==> config.mk <==
export PLATFORM = sky130hd
export DESIGN_NAME = sprite_rle_line_decoder
export DESIGN_NICKNAME = d
export VERILOG_FILES = /design/src/hw/rtl/srld_pkg.sv /design/src/hw/rtl/srld_in_stage.sv /design/src/hw/rtl/srld_core.sv /design/src/hw/rtl/srld_out_stage.sv /design/src/hw/rtl/sprite_rle_line_decoder.sv
export SDC_FILE = /design/constraint.sdc
export NUM_CORES = 1
export LEC_CHECK = 0
export BUFFER_PORTS_ARGS = -buffer_cell sky130_fd_sc_hd__buf_2
export CAP_MARGIN = 20
export CELL_PAD_IN_SITES_DETAIL_PLACEMENT = 2
export CELL_PAD_IN_SITES_GLOBAL_PLACEMENT = 2
export CORE_MARGIN = 8
export CORE_UTILIZATION = 25
export CTS_CLUSTER_SIZE = 10
export DETAILED_ROUTE_END_ITERATION = 10
export GPL_TIMING_DRIVEN = 1
export HOLD_SLACK_MARGIN = 0.12
export PLACE_DENSITY_LB_ADDON = 0.1
export SLEW_MARGIN = 25
export SYNTH_ARGS = -nofsm -noshare
export SYNTH_HDL_FRONTEND = slang
export SYNTH_SLANG_ARGS = --single-unit
==> constraint.sdc <==
create_clock -name aclk -period 11 [get_ports aclk]
set_clock_uncertainty 0.2 [all_clocks]
set_input_delay 0.55 -clock aclk [delete_from_list [all_inputs] [get_ports aclk]]
set_output_delay 0.55 -clock aclk [all_outputs]
set_load 0.02 [all_outputs]
==> src/hw/rtl/srld_pkg.sv <==
// ----------------------------------------------------------------------------
// Sprite RLE line decoder package
// Shared constants, codes and the result record of the sprite row decoder.
// ----------------------------------------------------------------------------
package srld_pkg;

    // Width of the frame pixel counter; the counter saturates at its top value.
    localparam int PIXEL_ADDR_BITS = 20;
    localparam logic [PIXEL_ADDR_BITS-1:0] POS_LIMIT = '1;

    localparam int WORD_W   = 16;
    localparam int POS_W    = 20;
    localparam int RUN_W    = 15;
    localparam int HEIGHT_W = 16;

    // Tag word layout: bit 0 marks a literal run, the upper bits hold the length.
    localparam logic [WORD_W-1:0] TAG_LITERAL_BIT = 16'h0001;
    localparam logic [WORD_W-1:0] TAG_LEN_MASK    = 16'hFFFE;

    typedef enum logic [1:0] {
        KIND_LITERAL = 2'd0,
        KIND_FILL    = 2'd1,
        KIND_ROW_END = 2'd2
    } kind_t;

    typedef struct packed {
        logic              valid;
        logic [WORD_W-1:0] word;
    } in_item_t;

    typedef struct packed {
        kind_t             kind;
        logic [POS_W-1:0]  position;
        logic [RUN_W-1:0]  run_length;
        logic [WORD_W-1:0] pixel_value;
        logic              frame_done;
        logic              overflow;
    } result_t;

endpackage

==> src/hw/rtl/srld_in_stage.sv <==
// ----------------------------------------------------------------------------
// Sprite RLE input stage
// Registers one incoming data word and hands it to the decode logic.
// ----------------------------------------------------------------------------
module srld_in_stage
    import srld_pkg::*;
(
    input  logic              aclk,
    input  logic              aresetn,
    input  logic              s_tvalid,
    output logic              s_tready,
    input  logic [WORD_W-1:0] s_tdata,
    input  logic              take,
    output in_item_t          item
);

    logic              valid_reg;
    logic              valid_next;
    logic [WORD_W-1:0] word_reg;

    // A new word may enter whenever the held one leaves in the same cycle.
    assign s_tready   = !valid_reg || take;
    assign valid_next = (valid_reg && !take) || (s_tvalid && s_tready);

    always_ff @(posedge aclk) begin
        if (!aresetn) begin
            valid_reg <= 1'b0;
        end else begin
            valid_reg <= valid_next;
        end
        if (s_tvalid && s_tready) begin
            word_reg <= s_tdata;
        end
    end

    assign item.valid = valid_reg;
    assign item.word  = word_reg;

endmodule

==> src/hw/rtl/srld_core.sv <==
// ----------------------------------------------------------------------------
// Sprite RLE decode core
// Holds the row state and turns one data word into at most one result.
// ----------------------------------------------------------------------------
module srld_core
    import srld_pkg::*;
(
    input  logic                aclk,
    input  logic                aresetn,
    input  logic                cfg_wr_en,
    input  logic [HEIGHT_W-1:0] cfg_wr_data,
    input  in_item_t            item,
    input  logic                out_ready,
    output logic                take,
    output logic                res_valid,
    output result_t             res
);

    localparam int SUM_W = ((PIXEL_ADDR_BITS > RUN_W) ? PIXEL_ADDR_BITS : RUN_W) + 1;

    logic [HEIGHT_W-1:0]        height_reg;
    logic [RUN_W-1:0]           lit_left_reg;
    logic [RUN_W-1:0]           lit_left_next;
    logic [PIXEL_ADDR_BITS-1:0] pos_reg;
    logic [PIXEL_ADDR_BITS-1:0] pos_next;
    logic [HEIGHT_W-1:0]        rows_reg;
    logic [HEIGHT_W-1:0]        rows_next;

    logic [RUN_W-1:0]           tag_len;
    logic [RUN_W-1:0]           adv_len;
    logic [SUM_W-1:0]           pos_sum;
    logic                       sat;
    logic [PIXEL_ADDR_BITS-1:0] pos_adv;
    logic [HEIGHT_W:0]          rows_inc;
    logic                       done;
    logic                       is_literal;

    assign take       = item.valid && out_ready;
    assign is_literal = (lit_left_reg != '0);
    assign tag_len    = RUN_W'((item.word & TAG_LEN_MASK) >> 1);
    assign adv_len    = is_literal ? RUN_W'(1) : tag_len;

    // Saturating advance of the pixel counter.
    assign pos_sum = SUM_W'(pos_reg) + SUM_W'(adv_len);
    assign sat     = pos_sum > SUM_W'(POS_LIMIT);
    assign pos_adv = sat ? POS_LIMIT : PIXEL_ADDR_BITS'(pos_sum);

    // A height of zero, or one lowered below the rows seen, closes at once.
    assign rows_inc = {1'b0, rows_reg} + (HEIGHT_W+1)'(1);
    assign done     = rows_inc >= {1'b0, height_reg};

    always_comb begin
        lit_left_next   = lit_left_reg;
        pos_next        = pos_reg;
        rows_next       = rows_reg;
        res_valid       = 1'b0;
        res.kind        = KIND_LITERAL;
        res.position    = POS_W'(pos_reg);
        res.run_length  = '0;
        res.pixel_value = '0;
        res.frame_done  = 1'b0;
        res.overflow    = 1'b0;
        if (is_literal) begin
            lit_left_next   = lit_left_reg - RUN_W'(1);
            pos_next        = pos_adv;
            res_valid       = take;
            res.pixel_value = item.word;
            res.overflow    = sat;
        end else if (item.word == '0) begin
            res_valid      = take;
            res.kind       = KIND_ROW_END;
            res.frame_done = done;
            if (done) begin
                rows_next = '0;
                pos_next  = '0;
            end else begin
                rows_next = HEIGHT_W'(rows_inc);
            end
        end else if ((item.word & TAG_LITERAL_BIT) != '0) begin
            lit_left_next = tag_len;
        end else begin
            pos_next       = pos_adv;
            res_valid      = take;
            res.kind       = KIND_FILL;
            res.run_length = tag_len;
            res.overflow   = sat;
        end
    end

    always_ff @(posedge aclk) begin
        if (!aresetn) begin
            height_reg   <= HEIGHT_W'(1);
            lit_left_reg <= '0;
            pos_reg      <= '0;
            rows_reg     <= '0;
        end else begin
            if (cfg_wr_en) begin
                height_reg <= cfg_wr_data;
            end
            if (take) begin
                lit_left_reg <= lit_left_next;
                pos_reg      <= pos_next;
                rows_reg     <= rows_next;
            end
        end
    end

    // A literal word always uses up exactly one slot of the pending run.
    a_lit_count: assert property (@(posedge aclk) disable iff (!aresetn)
        take && is_literal |=> lit_left_reg == $past(lit_left_reg) - RUN_W'(1))
        else $error("literal run count did not step down by one");

    // Closing a frame clears the position and row counters.
    a_frame_clear: assert property (@(posedge aclk) disable iff (!aresetn)
        res_valid && res.frame_done |=> pos_reg == '0 && rows_reg == '0)
        else $error("counters not cleared after frame end");

    // The core never issues a result without consuming a word.
    a_res_take: assert property (@(posedge aclk) disable iff (!aresetn)
        res_valid |-> take)
        else $error("result issued without consuming a word");

endmodule

==> src/hw/rtl/srld_out_stage.sv <==
// ----------------------------------------------------------------------------
// Sprite RLE output stage
// Holds one decoded result and presents it on the result stream.
// ----------------------------------------------------------------------------
module srld_out_stage
    import srld_pkg::*;
(
    input  logic        aclk,
    input  logic        aresetn,
    input  logic        res_valid,
    input  result_t     res,
    output logic        out_ready,
    output logic        m_tvalid,
    input  logic        m_tready,
    output logic [55:0] m_tdata,
    output logic        m_tlast,
    output logic [1:0]  m_tuser
);

    logic    valid_reg;
    logic    valid_next;
    result_t res_reg;

    assign out_ready  = !valid_reg || m_tready;
    assign valid_next = res_valid || (valid_reg && !m_tready);

    always_ff @(posedge aclk) begin
        if (!aresetn) begin
            valid_reg <= 1'b0;
        end else begin
            valid_reg <= valid_next;
        end
        if (res_valid) begin
            res_reg <= res;
        end
    end

    assign m_tvalid = valid_reg;
    assign m_tdata  = {4'b0000, res_reg.overflow, res_reg.pixel_value,
                       res_reg.run_length, res_reg.position};
    assign m_tlast  = res_reg.frame_done;
    assign m_tuser  = res_reg.kind;

endmodule

==> src/hw/rtl/sprite_rle_line_decoder.sv <==
// ----------------------------------------------------------------------------
// Sprite RLE line decoder
// Decodes run-length coded 16-bit sprite rows into pixel, fill and row-end
// results that carry the frame pixel position.
// ----------------------------------------------------------------------------
// Path: a word accepted into the input register is decoded by the core and
// its result is loaded into the result register, which drives m_tvalid; the
// core waits while a held result is not taken; an odd tag yields no result.
// Throughput: one word per cycle while results are taken; the row state update
// is combinational adds and compares between the input and result registers.
// Reset: aresetn low at a clock edge clears both stages and the counters and
// sets the frame height to one row.
// ----------------------------------------------------------------------------
module sprite_rle_line_decoder
    import srld_pkg::*;
(
    input  logic                aclk,
    input  logic                aresetn,
    // Frame height register write port.
    input  logic                cfg_wr_en,
    input  logic [HEIGHT_W-1:0] cfg_wr_data,
    // Input stream.
    input  logic                s_tvalid,
    output logic                s_tready,
    input  logic [WORD_W-1:0]   s_tdata,   // word[15:0]
    // Result stream.
    output logic                m_tvalid,
    input  logic                m_tready,
    // position[19:0], run_length[34:20], pixel_value[50:35], overflow[51],
    // zero padding[55:52]
    output logic [55:0]         m_tdata,
    output logic                m_tlast,   // frame_done
    output logic [1:0]          m_tuser    // kind[1:0]
);

    in_item_t item;
    result_t  res;
    logic     take;
    logic     res_valid;
    logic     out_ready;

    // The input register takes a new request in any cycle in which its held
    // word moves on, so the stream runs at full rate while the result side
    // keeps taking results.
    srld_in_stage u_in (
        .aclk     (aclk),
        .aresetn  (aresetn),
        .s_tvalid (s_tvalid),
        .s_tready (s_tready),
        .s_tdata  (s_tdata),
        .take     (take),
        .item     (item)
    );

    // The core decides what the held word means: a literal pixel while a
    // literal run is pending, otherwise a tag (row end, fill, or the start of
    // a literal run, which produces no result of its own).
    srld_core u_core (
        .aclk        (aclk),
        .aresetn     (aresetn),
        .cfg_wr_en   (cfg_wr_en),
        .cfg_wr_data (cfg_wr_data),
        .item        (item),
        .out_ready   (out_ready),
        .take        (take),
        .res_valid   (res_valid),
        .res         (res)
    );

    // The result register parts the two sides: it refills in the same cycle
    // in which its result is taken.
    srld_out_stage u_out (
        .aclk      (aclk),
        .aresetn   (aresetn),
        .res_valid (res_valid),
        .res       (res),
        .out_ready (out_ready),
        .m_tvalid  (m_tvalid),
        .m_tready  (m_tready),
        .m_tdata   (m_tdata),
        .m_tlast   (m_tlast),
        .m_tuser   (m_tuser)
    );

    // Only a row end may close a frame.
    a_done_row_end: assert property (@(posedge aclk) disable iff (!aresetn)
        m_tvalid && m_tlast |-> m_tuser == KIND_ROW_END)
        else $error("frame end flagged on a non row-end result");

    // A row end carries no length, colour or overflow.
    a_row_end_clean: assert property (@(posedge aclk) disable iff (!aresetn)
        m_tvalid && m_tuser == KIND_ROW_END |-> m_tdata[51:20] == '0)
        else $error("row-end result carries payload");

    // A literal pixel never reports a fill length.
    a_literal_run: assert property (@(posedge aclk) disable iff (!aresetn)
        m_tvalid && m_tuser == KIND_LITERAL |-> m_tdata[34:20] == '0)
        else $error("literal result carries a run length");

endmodule
==> results.md, run 1 <==
* CP Capture Type: register
* Post-CTS setup buffer count at 0
* Worst skew pair latency at 430 ps
* Max-cap violations at 0
* CTS tree: built
* Reg2Reg Setup Slack at 6230 ps
* RSZ-0062 raised after global routing: no
* Setup violators final at 0
* Total Nets Final at ~860
* Syn Std Cell Area at 6900 um2
* Pwr Density at 257 nW/um2
* Final hold vios at 0
* Maximum buffer depth of the clock tree at 2
* Reg-to-reg endpoint: u_core.pos_reg[9]
* # H-tree levels at 4
* Run status: completed
* Iteration-0 DRC Markers at 169
* Main flop type after synthesis: edfxtp_1
* GRT Resource Usage Total at 13.7%
* DIE AREA at 33,200 um2
* Sequential share of the synthesized area at about half
* Grt total ovfl at 0
* First-pass GRT wire length at 35.1 mm
* Post-synthesis register bit count at 140
* Initial DRT Pass Iterations at 4
* Mapped Avg Cell Area at 10.1 um2
* Synth cell types at 63
* Most frequent cells in the layout: buf_2, edfxtp_1, nor2_1, dfxtp_1, a21oi_1
* Multi-input logic area at approximately 3200 um2
* Area grow syn2layout at 23.1%
* Core Footprint at about 27,000 um2
* Overall Power at roughly 2200 uW
* Vias post-DR at 5,448
* Syn. warnings at 0
* Setup CP Type: register to register
* DRC viols at 0
* Crit-path most repeated cell: a221o_1
* I/O Pins at 98
* Cell taking the most area after synthesis: edfxtp_1
* Crit path DAT at 4940 ps
* Worst vdd ir at a little under 0.09 mV
* Cells after Synth at 681
* CP Launch Type: register
* Leak pwr at 0.00351 uW
* Final period utilization at 43.3%
* Yosys top cell area share at 30.9%
* Worst path bufs/invs at 1
* Initial antenna violation count at 0
* FF-to-FF path depth at 14
* Worst-path clk slew at 60 ps
* Starting Density at 25.1%
* Largest net degree at the start of global routing at 46
* WHS Endpoint: u_core.height_reg[0]
* Number of flip-flops in the largest register at 52
* Vias in the first global route at 6,046
* Critical Path, Cell by Cell: nor4_4 -> nand4b_1 -> nor4_2 -> buf_4 -> nand2_1 -> fa_1 -> nor2b_1 -> o2111ai_1 -> a31oi_1 -> a221o_1 -> a31o_2 -> nand4_1 -> nor2_1 -> a221o_1
* Layout cells sized above 1 at 18.1%
* Synth area leaders: edfxtp_1, dfxtp_1, ha_1, a21oi_1, nor2_1
* Post-layout min period at 4770 ps
* Final wirelength at 22.2 mm
* Largest delay share family, worst path: simple AND/OR/NAND/NOR gates
* Number of cell rows at 61
* CTS sink count at 140
* Inserted Diodes at 0
* Hold_sp: cfg_wr_data[0]
* Commonest non-fill, non-tap cell in the layout: buf_2
* Wirelength per Cell at 19.3 um
* Slowest CP cell: nand4_1
* IO buf count at 93
* Hold Path Stages at 3
* CTS root buf: clkbuf_16
* Vert. Die Dim at 182 um
* Vias per std cell at 4.75
* Post-route ant nets at 0
* Worst hold-check path type: input pin to register
* Relative slew slack at between 20 and 30%
* Max stage delay on crit path at 660 ps
* Async set or reset register ratio after synthesis at 0%
* Placer congestion estimate at 0.773
* Fillers at 3,089
* Num CTS Buffers at 17
* Worst-margin pin slew at 1050 ps
* Post-synth EDFFs at between 70 and 80
* Worst-path fanout max at 20
* Chip width at 182 um
* DPL Wire Length at about 16 mm
* Max-slew violations at 0
* Sum Neg Setup Slack at 0 ps
* Max Freq at roughly 0.21 GHz
* Critical Path RT at between 10,000 and 15,000 ps
* Post_cts resized at 0
* Register area at around 3500 um2
* Reg2reg start: u_core.lit_left_reg[6]
cell families after synthesis:
group | Yosys count | share of synthesized area, %
compound gates | 164 | 15.0
mux | 18 | 2.61
buf+inv | 62 | 3.83
fa+ha+maj | 35 | 6.46
flops | 140 | 50.9
xor+xnor | 25 | 3.17
other cells | 1 | 0.0544
simple gates | 236 | 17.9
worst max-delay path by stage:
stage,slack [ps],endpoint,cells past startpoint,from
4_1_cts,6170,u_core.pos_reg[9],14,u_core.lit_left_reg[6]
2_1_floorplan,6050,u_core.pos_reg[9],9,u_core.lit_left_reg[0]
3_3_place_gp,6390,u_core.pos_reg[9],14,u_core.lit_left_reg[6]
3_5_place_dp,6180,u_core.pos_reg[9],14,u_core.lit_left_reg[6]
5_1_grt,5760,u_core.pos_reg[9],14,u_core.lit_left_reg[6]
6_report,6230,u_core.pos_reg[9],14,u_core.lit_left_reg[6]
where the power goes:
part | internal, uW | leakage [uW] | total (uW) | switching [uW]
logic | 279 | 0.00196 | 833 | 555
registers | 673 | 0.00124 | 736 | 62.3
clock network | 361 | 0.000297 | 613 | 253
total | 1310 | 0.00351 | 2180 | 870
worst register-to-register path, stage by stage, from the launching register on:
cell	delay (ps)
dfxtp_1	400
nor4_4	460
nand4b_1	200
nor4_2	210
buf_4	290
nand2_1	170
fa_1	470
nor2b_1	180
o2111ai_1	150
a31oi_1	300
a221o_1	220
a31o_2	240
nand4_1	660
nor2_1	420
a221o_1	160
Yosys cell counts (all sizes together), types with 11 or more instances:
| cell type | count |
|---|---|
| a21o | 19 |
| a21oi | 68 |
| and2 | 34 |
| buf | 13 |
| clkbuf | 17 |
| dfxtp | 69 |
| edfxtp | 71 |
| ha | 34 |
| inv | 32 |
| mux2i | 18 |
| nand2 | 47 |
| nand3 | 11 |
| nand4 | 14 |
| nor2 | 72 |
| nor3 | 11 |
| o21ai | 33 |
| xnor2 | 12 |
| xor2 | 13 |
metal layers:
| layer | share of wire [%] | track usage, % | vias up | wire [um] |
|---|---|---|---|---|
| li1 | - | - | 2656 | - |
| met1 | 45 | 16.5 | 2678 | 9990 |
| met2 | 50 | 23.8 | 98 | 11100 |
| met3 | 3.9 | 3.26 | 16 | 872 |
| met4 | 0.97 | 3.87 | 0 | 214 |
| met5 | 0 | 0 | - | 0 |
area by class of cell:
cell class / instances / share of cell area [%]
flip-flops and latches: 140 / 41.4
multi-input cells: 482 / 37.1
repair buffers: 114 / 7.81
well taps: 346 / 5.10
clock buffers: 17 / 5.01
clock inverters: 15 / 2.18
inverters: 32 / 1.41
repair_timing:
action,CTS,global route
setup endpoints to repair,0,0
hold buffers,16,0
hold endpoints to repair,16,0
per-stage QoR:
stage | instance area, um2 | hold WS (ps) | utilization [%] | cells | setup slack (ps)
after detailed placement | 7720 | 256 | 28.1 | 1098 | 6180
final | 8490 | 140 | 30.9 | 1146 | 6230
after CTS | 8490 | 130 | 30.9 | 1146 | 6170
after global placement | 7720 | 248 | 28.1 | 1098 | 6390
after global routing | 8490 | 152 | 30.9 | 1146 | 5760
after floorplan | 6910 | 232 | - | 684 | 6050
Power figures use the tool's default switching activity.
==> run 2, diff against run 1 <==
--- a/config.mk
+++ b/config.mk
@@ -5,6 +5,7 @@
 export SDC_FILE = /design/constraint.sdc
 export NUM_CORES = 1
 export LEC_CHECK = 0
+export ABC_AREA = 1
 export BUFFER_PORTS_ARGS = -buffer_cell sky130_fd_sc_hd__buf_2
 export CAP_MARGIN = 20
 export CELL_PAD_IN_SITES_DETAIL_PLACEMENT = 2
==> constraint.sdc (replaced) <==
create_clock -name aclk -period 4.2 [get_ports aclk]
set_clock_uncertainty 0.2 [all_clocks]
set_input_delay 0.21 -clock aclk [delete_from_list [all_inputs] [get_ports aclk]]
set_output_delay 0.21 -clock aclk [all_outputs]
set_load 0.02 [all_outputs]
==> run 2 against run 1 <==
  * Die area is 5.2% higher
  * Largest power group is now registers
  * Clock power grew to 2.5 times the previous value
  * Critical path type unchanged
  * Sequential share of layout area is 3.1 points lower
  * Synthesized area is 5.7% higher
  * Fmax is 25% higher
  * Global-route usage is 1.1 points higher
  * Sequential power is 110% higher
  * Highest routed layer unchanged
  * Clock-buffer cell count stayed put
  * Worst setup slack worse by 5900 ps
  * Register-to-register slack worse by 5900 ps
  * Via count is 15% higher
  * First-iteration DRC count is 5.9% higher
==> results.md, run 2 <==
* Vert. Die Dim at ~190 um
* Placer congestion estimate at 0.756
* Number of cell rows at 62
* Sw Ratio at between 30% and 40%
* Number of flip-flops in the largest register at 52
* Placed Area at 8170 um2
* Maximum buffer depth of the clock tree at 2
* CTS root buf: clkbuf_16
* Worst vdd ir at 0.307 mV
* Chip width at 187 um
* Post-synthesis register bit count at 140
* I/O Pins at 98
* DIE AREA at between 30,000 and 40,000 um2
* Crit-path most repeated cell: inv_1
* Num CTS Buffers at 17
* Post-synth top cells: nand2_1, inv_1, nor2_1
* Post-layout min period at 3830 ps
* WHS Endpoint: u_core.height_reg[10]
* Cell taking the most area after synthesis: edfxtp_1
* Worst-path fanout max at 27
* Clk network pwr share at 40.6%
* Vias per std cell at ~4.5
* Total Nets Final at around 1.1k
* Vias post-DR at approximately 6.3k
* Post-route cell area at 9190 um2
* Reg2reg start: u_core.lit_left_reg[0]
* Iteration-0 DRC Markers at 179
* Worst path bufs/invs at 6
* Switching power at 1200 uW
* GRT Resource Usage Total at 14.8%
* CP Launch Type: register
* Yosys top cell area share at just under 30%
* Commonest non-fill, non-tap cell in the layout: nand2_1
* Core Footprint at 28,700 um2
* Slowest CP cell: inv_1
* Final wirelength at 25.4 mm
* Post-route ant nets at 0
* Critical Path RT at 4180 ps
* Pwr Density at approximately 410 nW/um2
* Worst-margin pin slew at 878 ps
* Sum Neg Setup Slack at 0 ps
* Inserted Diodes at 0
* Syn. warnings at 0
* Post-synth EDFFs at 71
* Area grow syn2layout at 26.1%
* Max stage delay on crit path at ~320 ps
* Wirelength per Cell at 18.3 um
* CTS tree: built
* RSZ-0062 raised after global routing: no
* Initial antenna violation count at 0
* Initial DRT Pass Iterations at 4
* Hold_sp: aresetn
* Crit path DAT at between 3000 and 4000 ps
* DPL Wire Length at 19.0 mm
* # H-tree levels at 4
* CP Capture Type: register
* CTS sink count at between 100 and 150
* Final period utilization at 91.1%
* Sequential share of the synthesized area at 48.2%
* First-pass GRT wire length at just over 40 mm
* Vias in the first global route at 6,878
* Combinational share of power at ~18%
* Main flop type after synthesis: edfxtp_1
* Final hold vios at 0
* Reg-to-reg endpoint: u_out.m_tdata[51]
* Most frequent cells in the layout: nand2_1, inv_1, buf_2, nor2_1, edfxtp_1
* Seq pwr share at 41.5%
* Run status: completed
* Synth area leaders: edfxtp_1, dfxtp_1, nand2_1, ha_1, inv_1
* Grt total ovfl at 0
* Hold Path Stages at 3
* Layout cells sized above 1 at 19.7%
* Count leader, synth: nand2_1
* Starting Density at 25.4%
* Cells after Synth at 850
* Overall Power at 3790 uW
* IO buf count at 93
* Internal Dissipation at 2580 uW
* FF-to-FF path depth at 21
* Setup CP Type: register to register
* Max-cap violations at 0
* Reg2Reg Setup Slack at 370 ps
* Critical Path, Cell by Cell: inv_1 -> ha_1 -> nand4_1 -> nor2_2 -> nand2_4 -> inv_1 -> nand2_1 -> ha_1 -> inv_1 -> fa_1 -> inv_1 -> nand3_1 -> nand2_1 -> nand2_1 -> nand3_2 -> nand3_2 -> nand2_2 -> nand3_2 -> clkinv_2 -> o21ai_0 -> inv_1
* Largest delay share family, worst path: simple AND/OR/NAND/NOR gates
* Layout Utilization at roughly 32%
* Max Freq at 0.261 GHz
* Max-slew violations at 0
* Worst skew pair latency at 440 ps
* Largest net degree at the start of global routing at 42
* Leak pwr at 0.00397 uW
* Setup violators final at 0
* Async set or reset register ratio after synthesis at 0%
* DRC viols at 0
* Syn Std Cell Area at 7290 um2
* Mapped Avg Cell Area at 8.57 um2
* Worst-path clk slew at around 70 ps
* Relative slew slack at 41.4%
* Worst hold-check path type: input pin to register
* Synth cell types at 45
[run 2: changes by cell type after synthesis, moves of 15 or more]
cell,delta
nand2_1,+125
nor3_1,+15
a21oi_2,+20
mux2i_1,-18
inv_1,+69
and2_1,-33
a21o_1,-18
[run 2: per-layer routing]
layer | vias up | part of all wire [%] | track usage [%]
met5 | - | 0 | 0
met1 | 3097 | 48 | 19.2
met3 | 10 | 2.3 | 2.95
li1 | 3091 | - | -
met2 | 60 | 49 | 25.4
met4 | 0 | 0.48 | 2.47
[run 2: cells by family (layout without fill, tap and decap cells)]
family / count (synthesis) / after routing / share of synthesized area [%]
AND/OR/NAND/NOR: 347 / 347 / 21.0
AO/OA/AOI/OAI: 158 / 158 / 13.0
flip-flops: 140 / 140 / 48.2
buffers and inverters: 137 / 286 / 7.76
adder cells (fa/ha/maj): 35 / 35 / 6.11
XOR/XNOR: 32 / 32 / 3.85
other: 1 / 4 / 0.0515
[run 2: power by group through the flow]
stage / clock [uW] / combinational, uW / sequential (uW)
global route: 1650 / 758 / 1580
detailed placement: 0 / 655 / 1600
CTS: 1600 / 690 / 1570
global placement: 0 / 653 / 1600
floorplan: 0 / 387 / 1640
finish: 1540 / 675 / 1570
[run 2: layout make-up]
type / count / area, um2
clock buffers: 17 / 425
clock inverters: 15 / 154
fillers: 3319 / 19500
inverters: 109 / 413
multi-input cells: 576 / 3230
flip-flops and latches: 140 / 3510
well taps: 384 / 480
repair buffers: 145 / 973
[run 2: worst max path at each step]
stage	to	cells past startpoint	start	slack [ps]
final	u_out.m_tdata[51]	21	u_core.lit_left_reg[0]	370
after detailed placement	u_core.rows_reg[15]	20	u_core.rows_reg[0]	230
after global routing	u_out.m_tdata[51]	21	u_core.lit_left_reg[0]	30
after floorplan	u_core.pos_reg[10]	12	u_core.lit_left_reg[0]	660
after CTS	u_core.rows_reg[15]	20	u_core.rows_reg[0]	200
after global placement	u_core.rows_reg[5]	20	u_core.rows_reg[0]	300
[run 2: timing repair]
item,CTS,global route
resized for setup,0,1
hold buffers,42,0
setup endpoints to repair,0,15
buffers inserted,0,1
endpoints found under the hold margin,34,0
[run 2: worst reg2reg max path, cell delays in order, from the launching register on]
cell and delay (ps):
dfxtp_1 310, inv_1 150, ha_1 230, nand4_1 130
nor2_2 140, nand2_4 220, inv_1 320, nand2_1 150
ha_1 240, inv_1 100, fa_1 200, inv_1 80
nand3_1 70, nand2_1 110, nand2_1 90, nand3_2 120
nand3_2 90, nand2_2 70, nand3_2 90, clkinv_2 260
o21ai_0 180, inv_1 50
[run 2: stage by stage]
stage / std cells / worst slack (ps) / hold slack (ps)
3_3_place_gp: 1311 / 296 / 188
4_1_cts: 1385 / 196 / 122
5_1_grt: 1386 / 29.3 / 165
3_5_place_dp: 1311 / 230 / 190
6_report: 1386 / 375 / 124
2_1_floorplan: 853 / 657 / 109
==> run 3, diff against run 2 <==
--- a/config.mk
+++ b/config.mk
@@ -5,7 +5,6 @@
 export SDC_FILE = /design/constraint.sdc
 export NUM_CORES = 1
 export LEC_CHECK = 0
-export ABC_AREA = 1
 export BUFFER_PORTS_ARGS = -buffer_cell sky130_fd_sc_hd__buf_2
 export CAP_MARGIN = 20
 export CELL_PAD_IN_SITES_DETAIL_PLACEMENT = 2
@@ -16,7 +15,7 @@
 export DETAILED_ROUTE_END_ITERATION = 10
 export GPL_TIMING_DRIVEN = 1
 export HOLD_SLACK_MARGIN = 0.12
-export PLACE_DENSITY_LB_ADDON = 0.1
+export PLACE_DENSITY_LB_ADDON = 0.15
 export SLEW_MARGIN = 25
 export SYNTH_ARGS = -nofsm -noshare
 export SYNTH_HDL_FRONTEND = slang
==> run 3 against run 2 <==
  * Routed wire length decreased by 7.0%
  * Register-to-register slack got worse by 220 ps
  * Critical path type unchanged
  * First-iteration DRC count rose by 8.4%
==> results.md, run 3 (synthesis results as in run 1) <==
* Crit path DAT at 4160 ps
* Num CTS Buffers at 17
* Register area at 3510 um2
* Pwr Density at 657 nW/um2
* Largest net degree at the start of global routing at 57
* Fin worst setup slack at 155 ps
* Layout Utilization at 32.9%
* Max-slew violations at 0
* Wirelength per Cell at ~20 um
* Post-place setup slack at -40.8 ps
* Clk network pwr share at 25.6%
* Number of flip-flops in the largest register at 52
* GRT Resource Usage Total at 14.4%
* Maximum buffer depth of the clock tree at 2
* Vias per std cell at 4.81
* FF-to-FF path depth at 16
* DPL Wire Length at ~17 mm
* Placer congestion estimate at 0.775
* Area grow syn2layout at 30.9%
* Switching power at between 2000 and 2500 uW
* Run status: completed
* Sum Neg Setup Slack at 0 ps
* Seq pwr share at 32.8%
* Iteration-0 DRC Markers at 194
* Chip width at 182 um
* Worst vdd ir at 0.214 mV
* Worst-path clk slew at 70 ps
* Setup violators final at 0
* # H-tree levels at 4
* CTS tree: built
* Vert. Die Dim at 182 um
* DIE AREA at 33,200 um2
* I/O Pins at 98
* Fillers at 2,992
* Placed Area at 7890 um2
* Post-layout min period at 4050 ps
* Setup CP Type: register to register
* Inserted Diodes at 0
* Commonest non-fill, non-tap cell in the layout: buf_2
* Leak pwr at 0.00376 uW
* Initial DRT Pass Iterations at 4
* Hold Path Stages at 3
* Total Nets Final at 913
* Most frequent cells in the layout: buf_2, edfxtp_1, nor2_1, dfxtp_1, a21oi_1
* Worst hold-check path type: input pin to register
* Internal Dissipation at 3570 uW
* Worst-margin pin slew at 1030 ps
* Final period utilization at 96.3%
* Post-route cell area at 9030 um2
* Initial antenna violation count at 1
* Layout cells sized above 1 at ~22%
* Multi-input logic area at 3220 um2
* CTS sink count at 140
* Sw Ratio at 39.9%
* DRC viols at 0
* Vias in the first global route at 6,422
* Max-cap violations at 0
* Worst skew pair latency at around 430 ps
* Number of cell rows at 61
* Vias post-DR at 5,773
* Critical Path RT at 4310 ps
* Core Footprint at 27,500 um2
* Grt total ovfl at 0
* IO buf count at 93
* Final wirelength at 23.6 mm
* CP Launch Type: register
* Final hold vios at 0
* First-pass GRT wire length at 37.4 mm
* CP Capture Type: register
* Post-route ant nets at 0
* CTS root buf: clkbuf_16
* Worst-path fanout max at 6
* Starting Density at ~25%
* Relative slew slack at 31.1%
* Combinational share of power at 41.6%
* Max Freq at around 0.25 GHz
[run 3: changes by cell type in the layout (fill, tap and decap cells not counted), moves of 18 or more]
cell and delta:
a21o_1 +18, mux2i_1 +18, nand2_1 -125, buf_4 +25
and2_1 +33, inv_1 -70
[run 3: metal layers]
metal,track usage (%),up-vias,share of wire (%)
li1,-,2767,-
met2,25.2,104,50
met3,3.08,32,3.6
met5,0,-,0.042
met4,4.62,2,1.6
met1,17.3,2868,45
[run 3: worst paths after layout]
path | from | to | slack (ps)
setup / recovery | u_core.lit_left_reg[7] | u_core.pos_reg[12] | 150
hold / removal | cfg_wr_en | u_core.height_reg[8] | 150
setup reg to reg | u_core.lit_left_reg[7] | u_core.pos_reg[12] | 150
hold reg to reg | u_core.rows_reg[9] | u_core.rows_reg[9] | 270
[run 3: per-stage QoR]
stage               hold WS (ps)  power, uW  cells
floorplan                    109       3410    684
CTS                          154       5920   1191
finish                       146       5930   1200
global route                 176       6340   1200
global placement             196       4180   1119
detailed placement           189       4270   1119
[run 3: power groups by stage]
stage	Sequential [uW]	Clock, uW	Combinational [uW]
after floorplan	2100	0	1310
after global placement	1960	0	2220
after detailed placement	1970	0	2300
after CTS	1940	1570	2410
after global routing	1980	1630	2730
final	1940	1520	2470
[run 3: worst max-delay path, stage by stage, from the launching register on]
cell and delay [ps]:
dfxtp_2 350, nor4_4 300, nand4b_1 230, nor4_4 330
buf_6 170, buf_4 130, and2_1 200, ha_1 350
a21oi_2 260, a31oi_4 140, a221o_1 350, a31o_2 280
nand4_1 140, buf_4 160, buf_12 120, a31oi_1 70
a21o_1 160
[run 3: final cells by class]
cell class | count | area share (%)
Multi-Input combinational cell | 482 | 35.7
Timing Repair Buffer | 168 | 12.8
Clock inverter | 11 | 1.18
Clock buffer | 21 | 5.35
Tap cell | 346 | 4.79
Inverter | 32 | 1.33
Sequential cell | 140 | 38.9
[run 3: what timing repair did]
item | in CTS | in global routing
gates cloned | 0 | 2
setup buffers | 3 | 7
endpoints found under the setup margin | 19 | 20
pin swaps | 0 | 7
hold buffers | 37 | 0
endpoints found under the hold margin | 40 | 0
gates resized for setup | 1 | 18
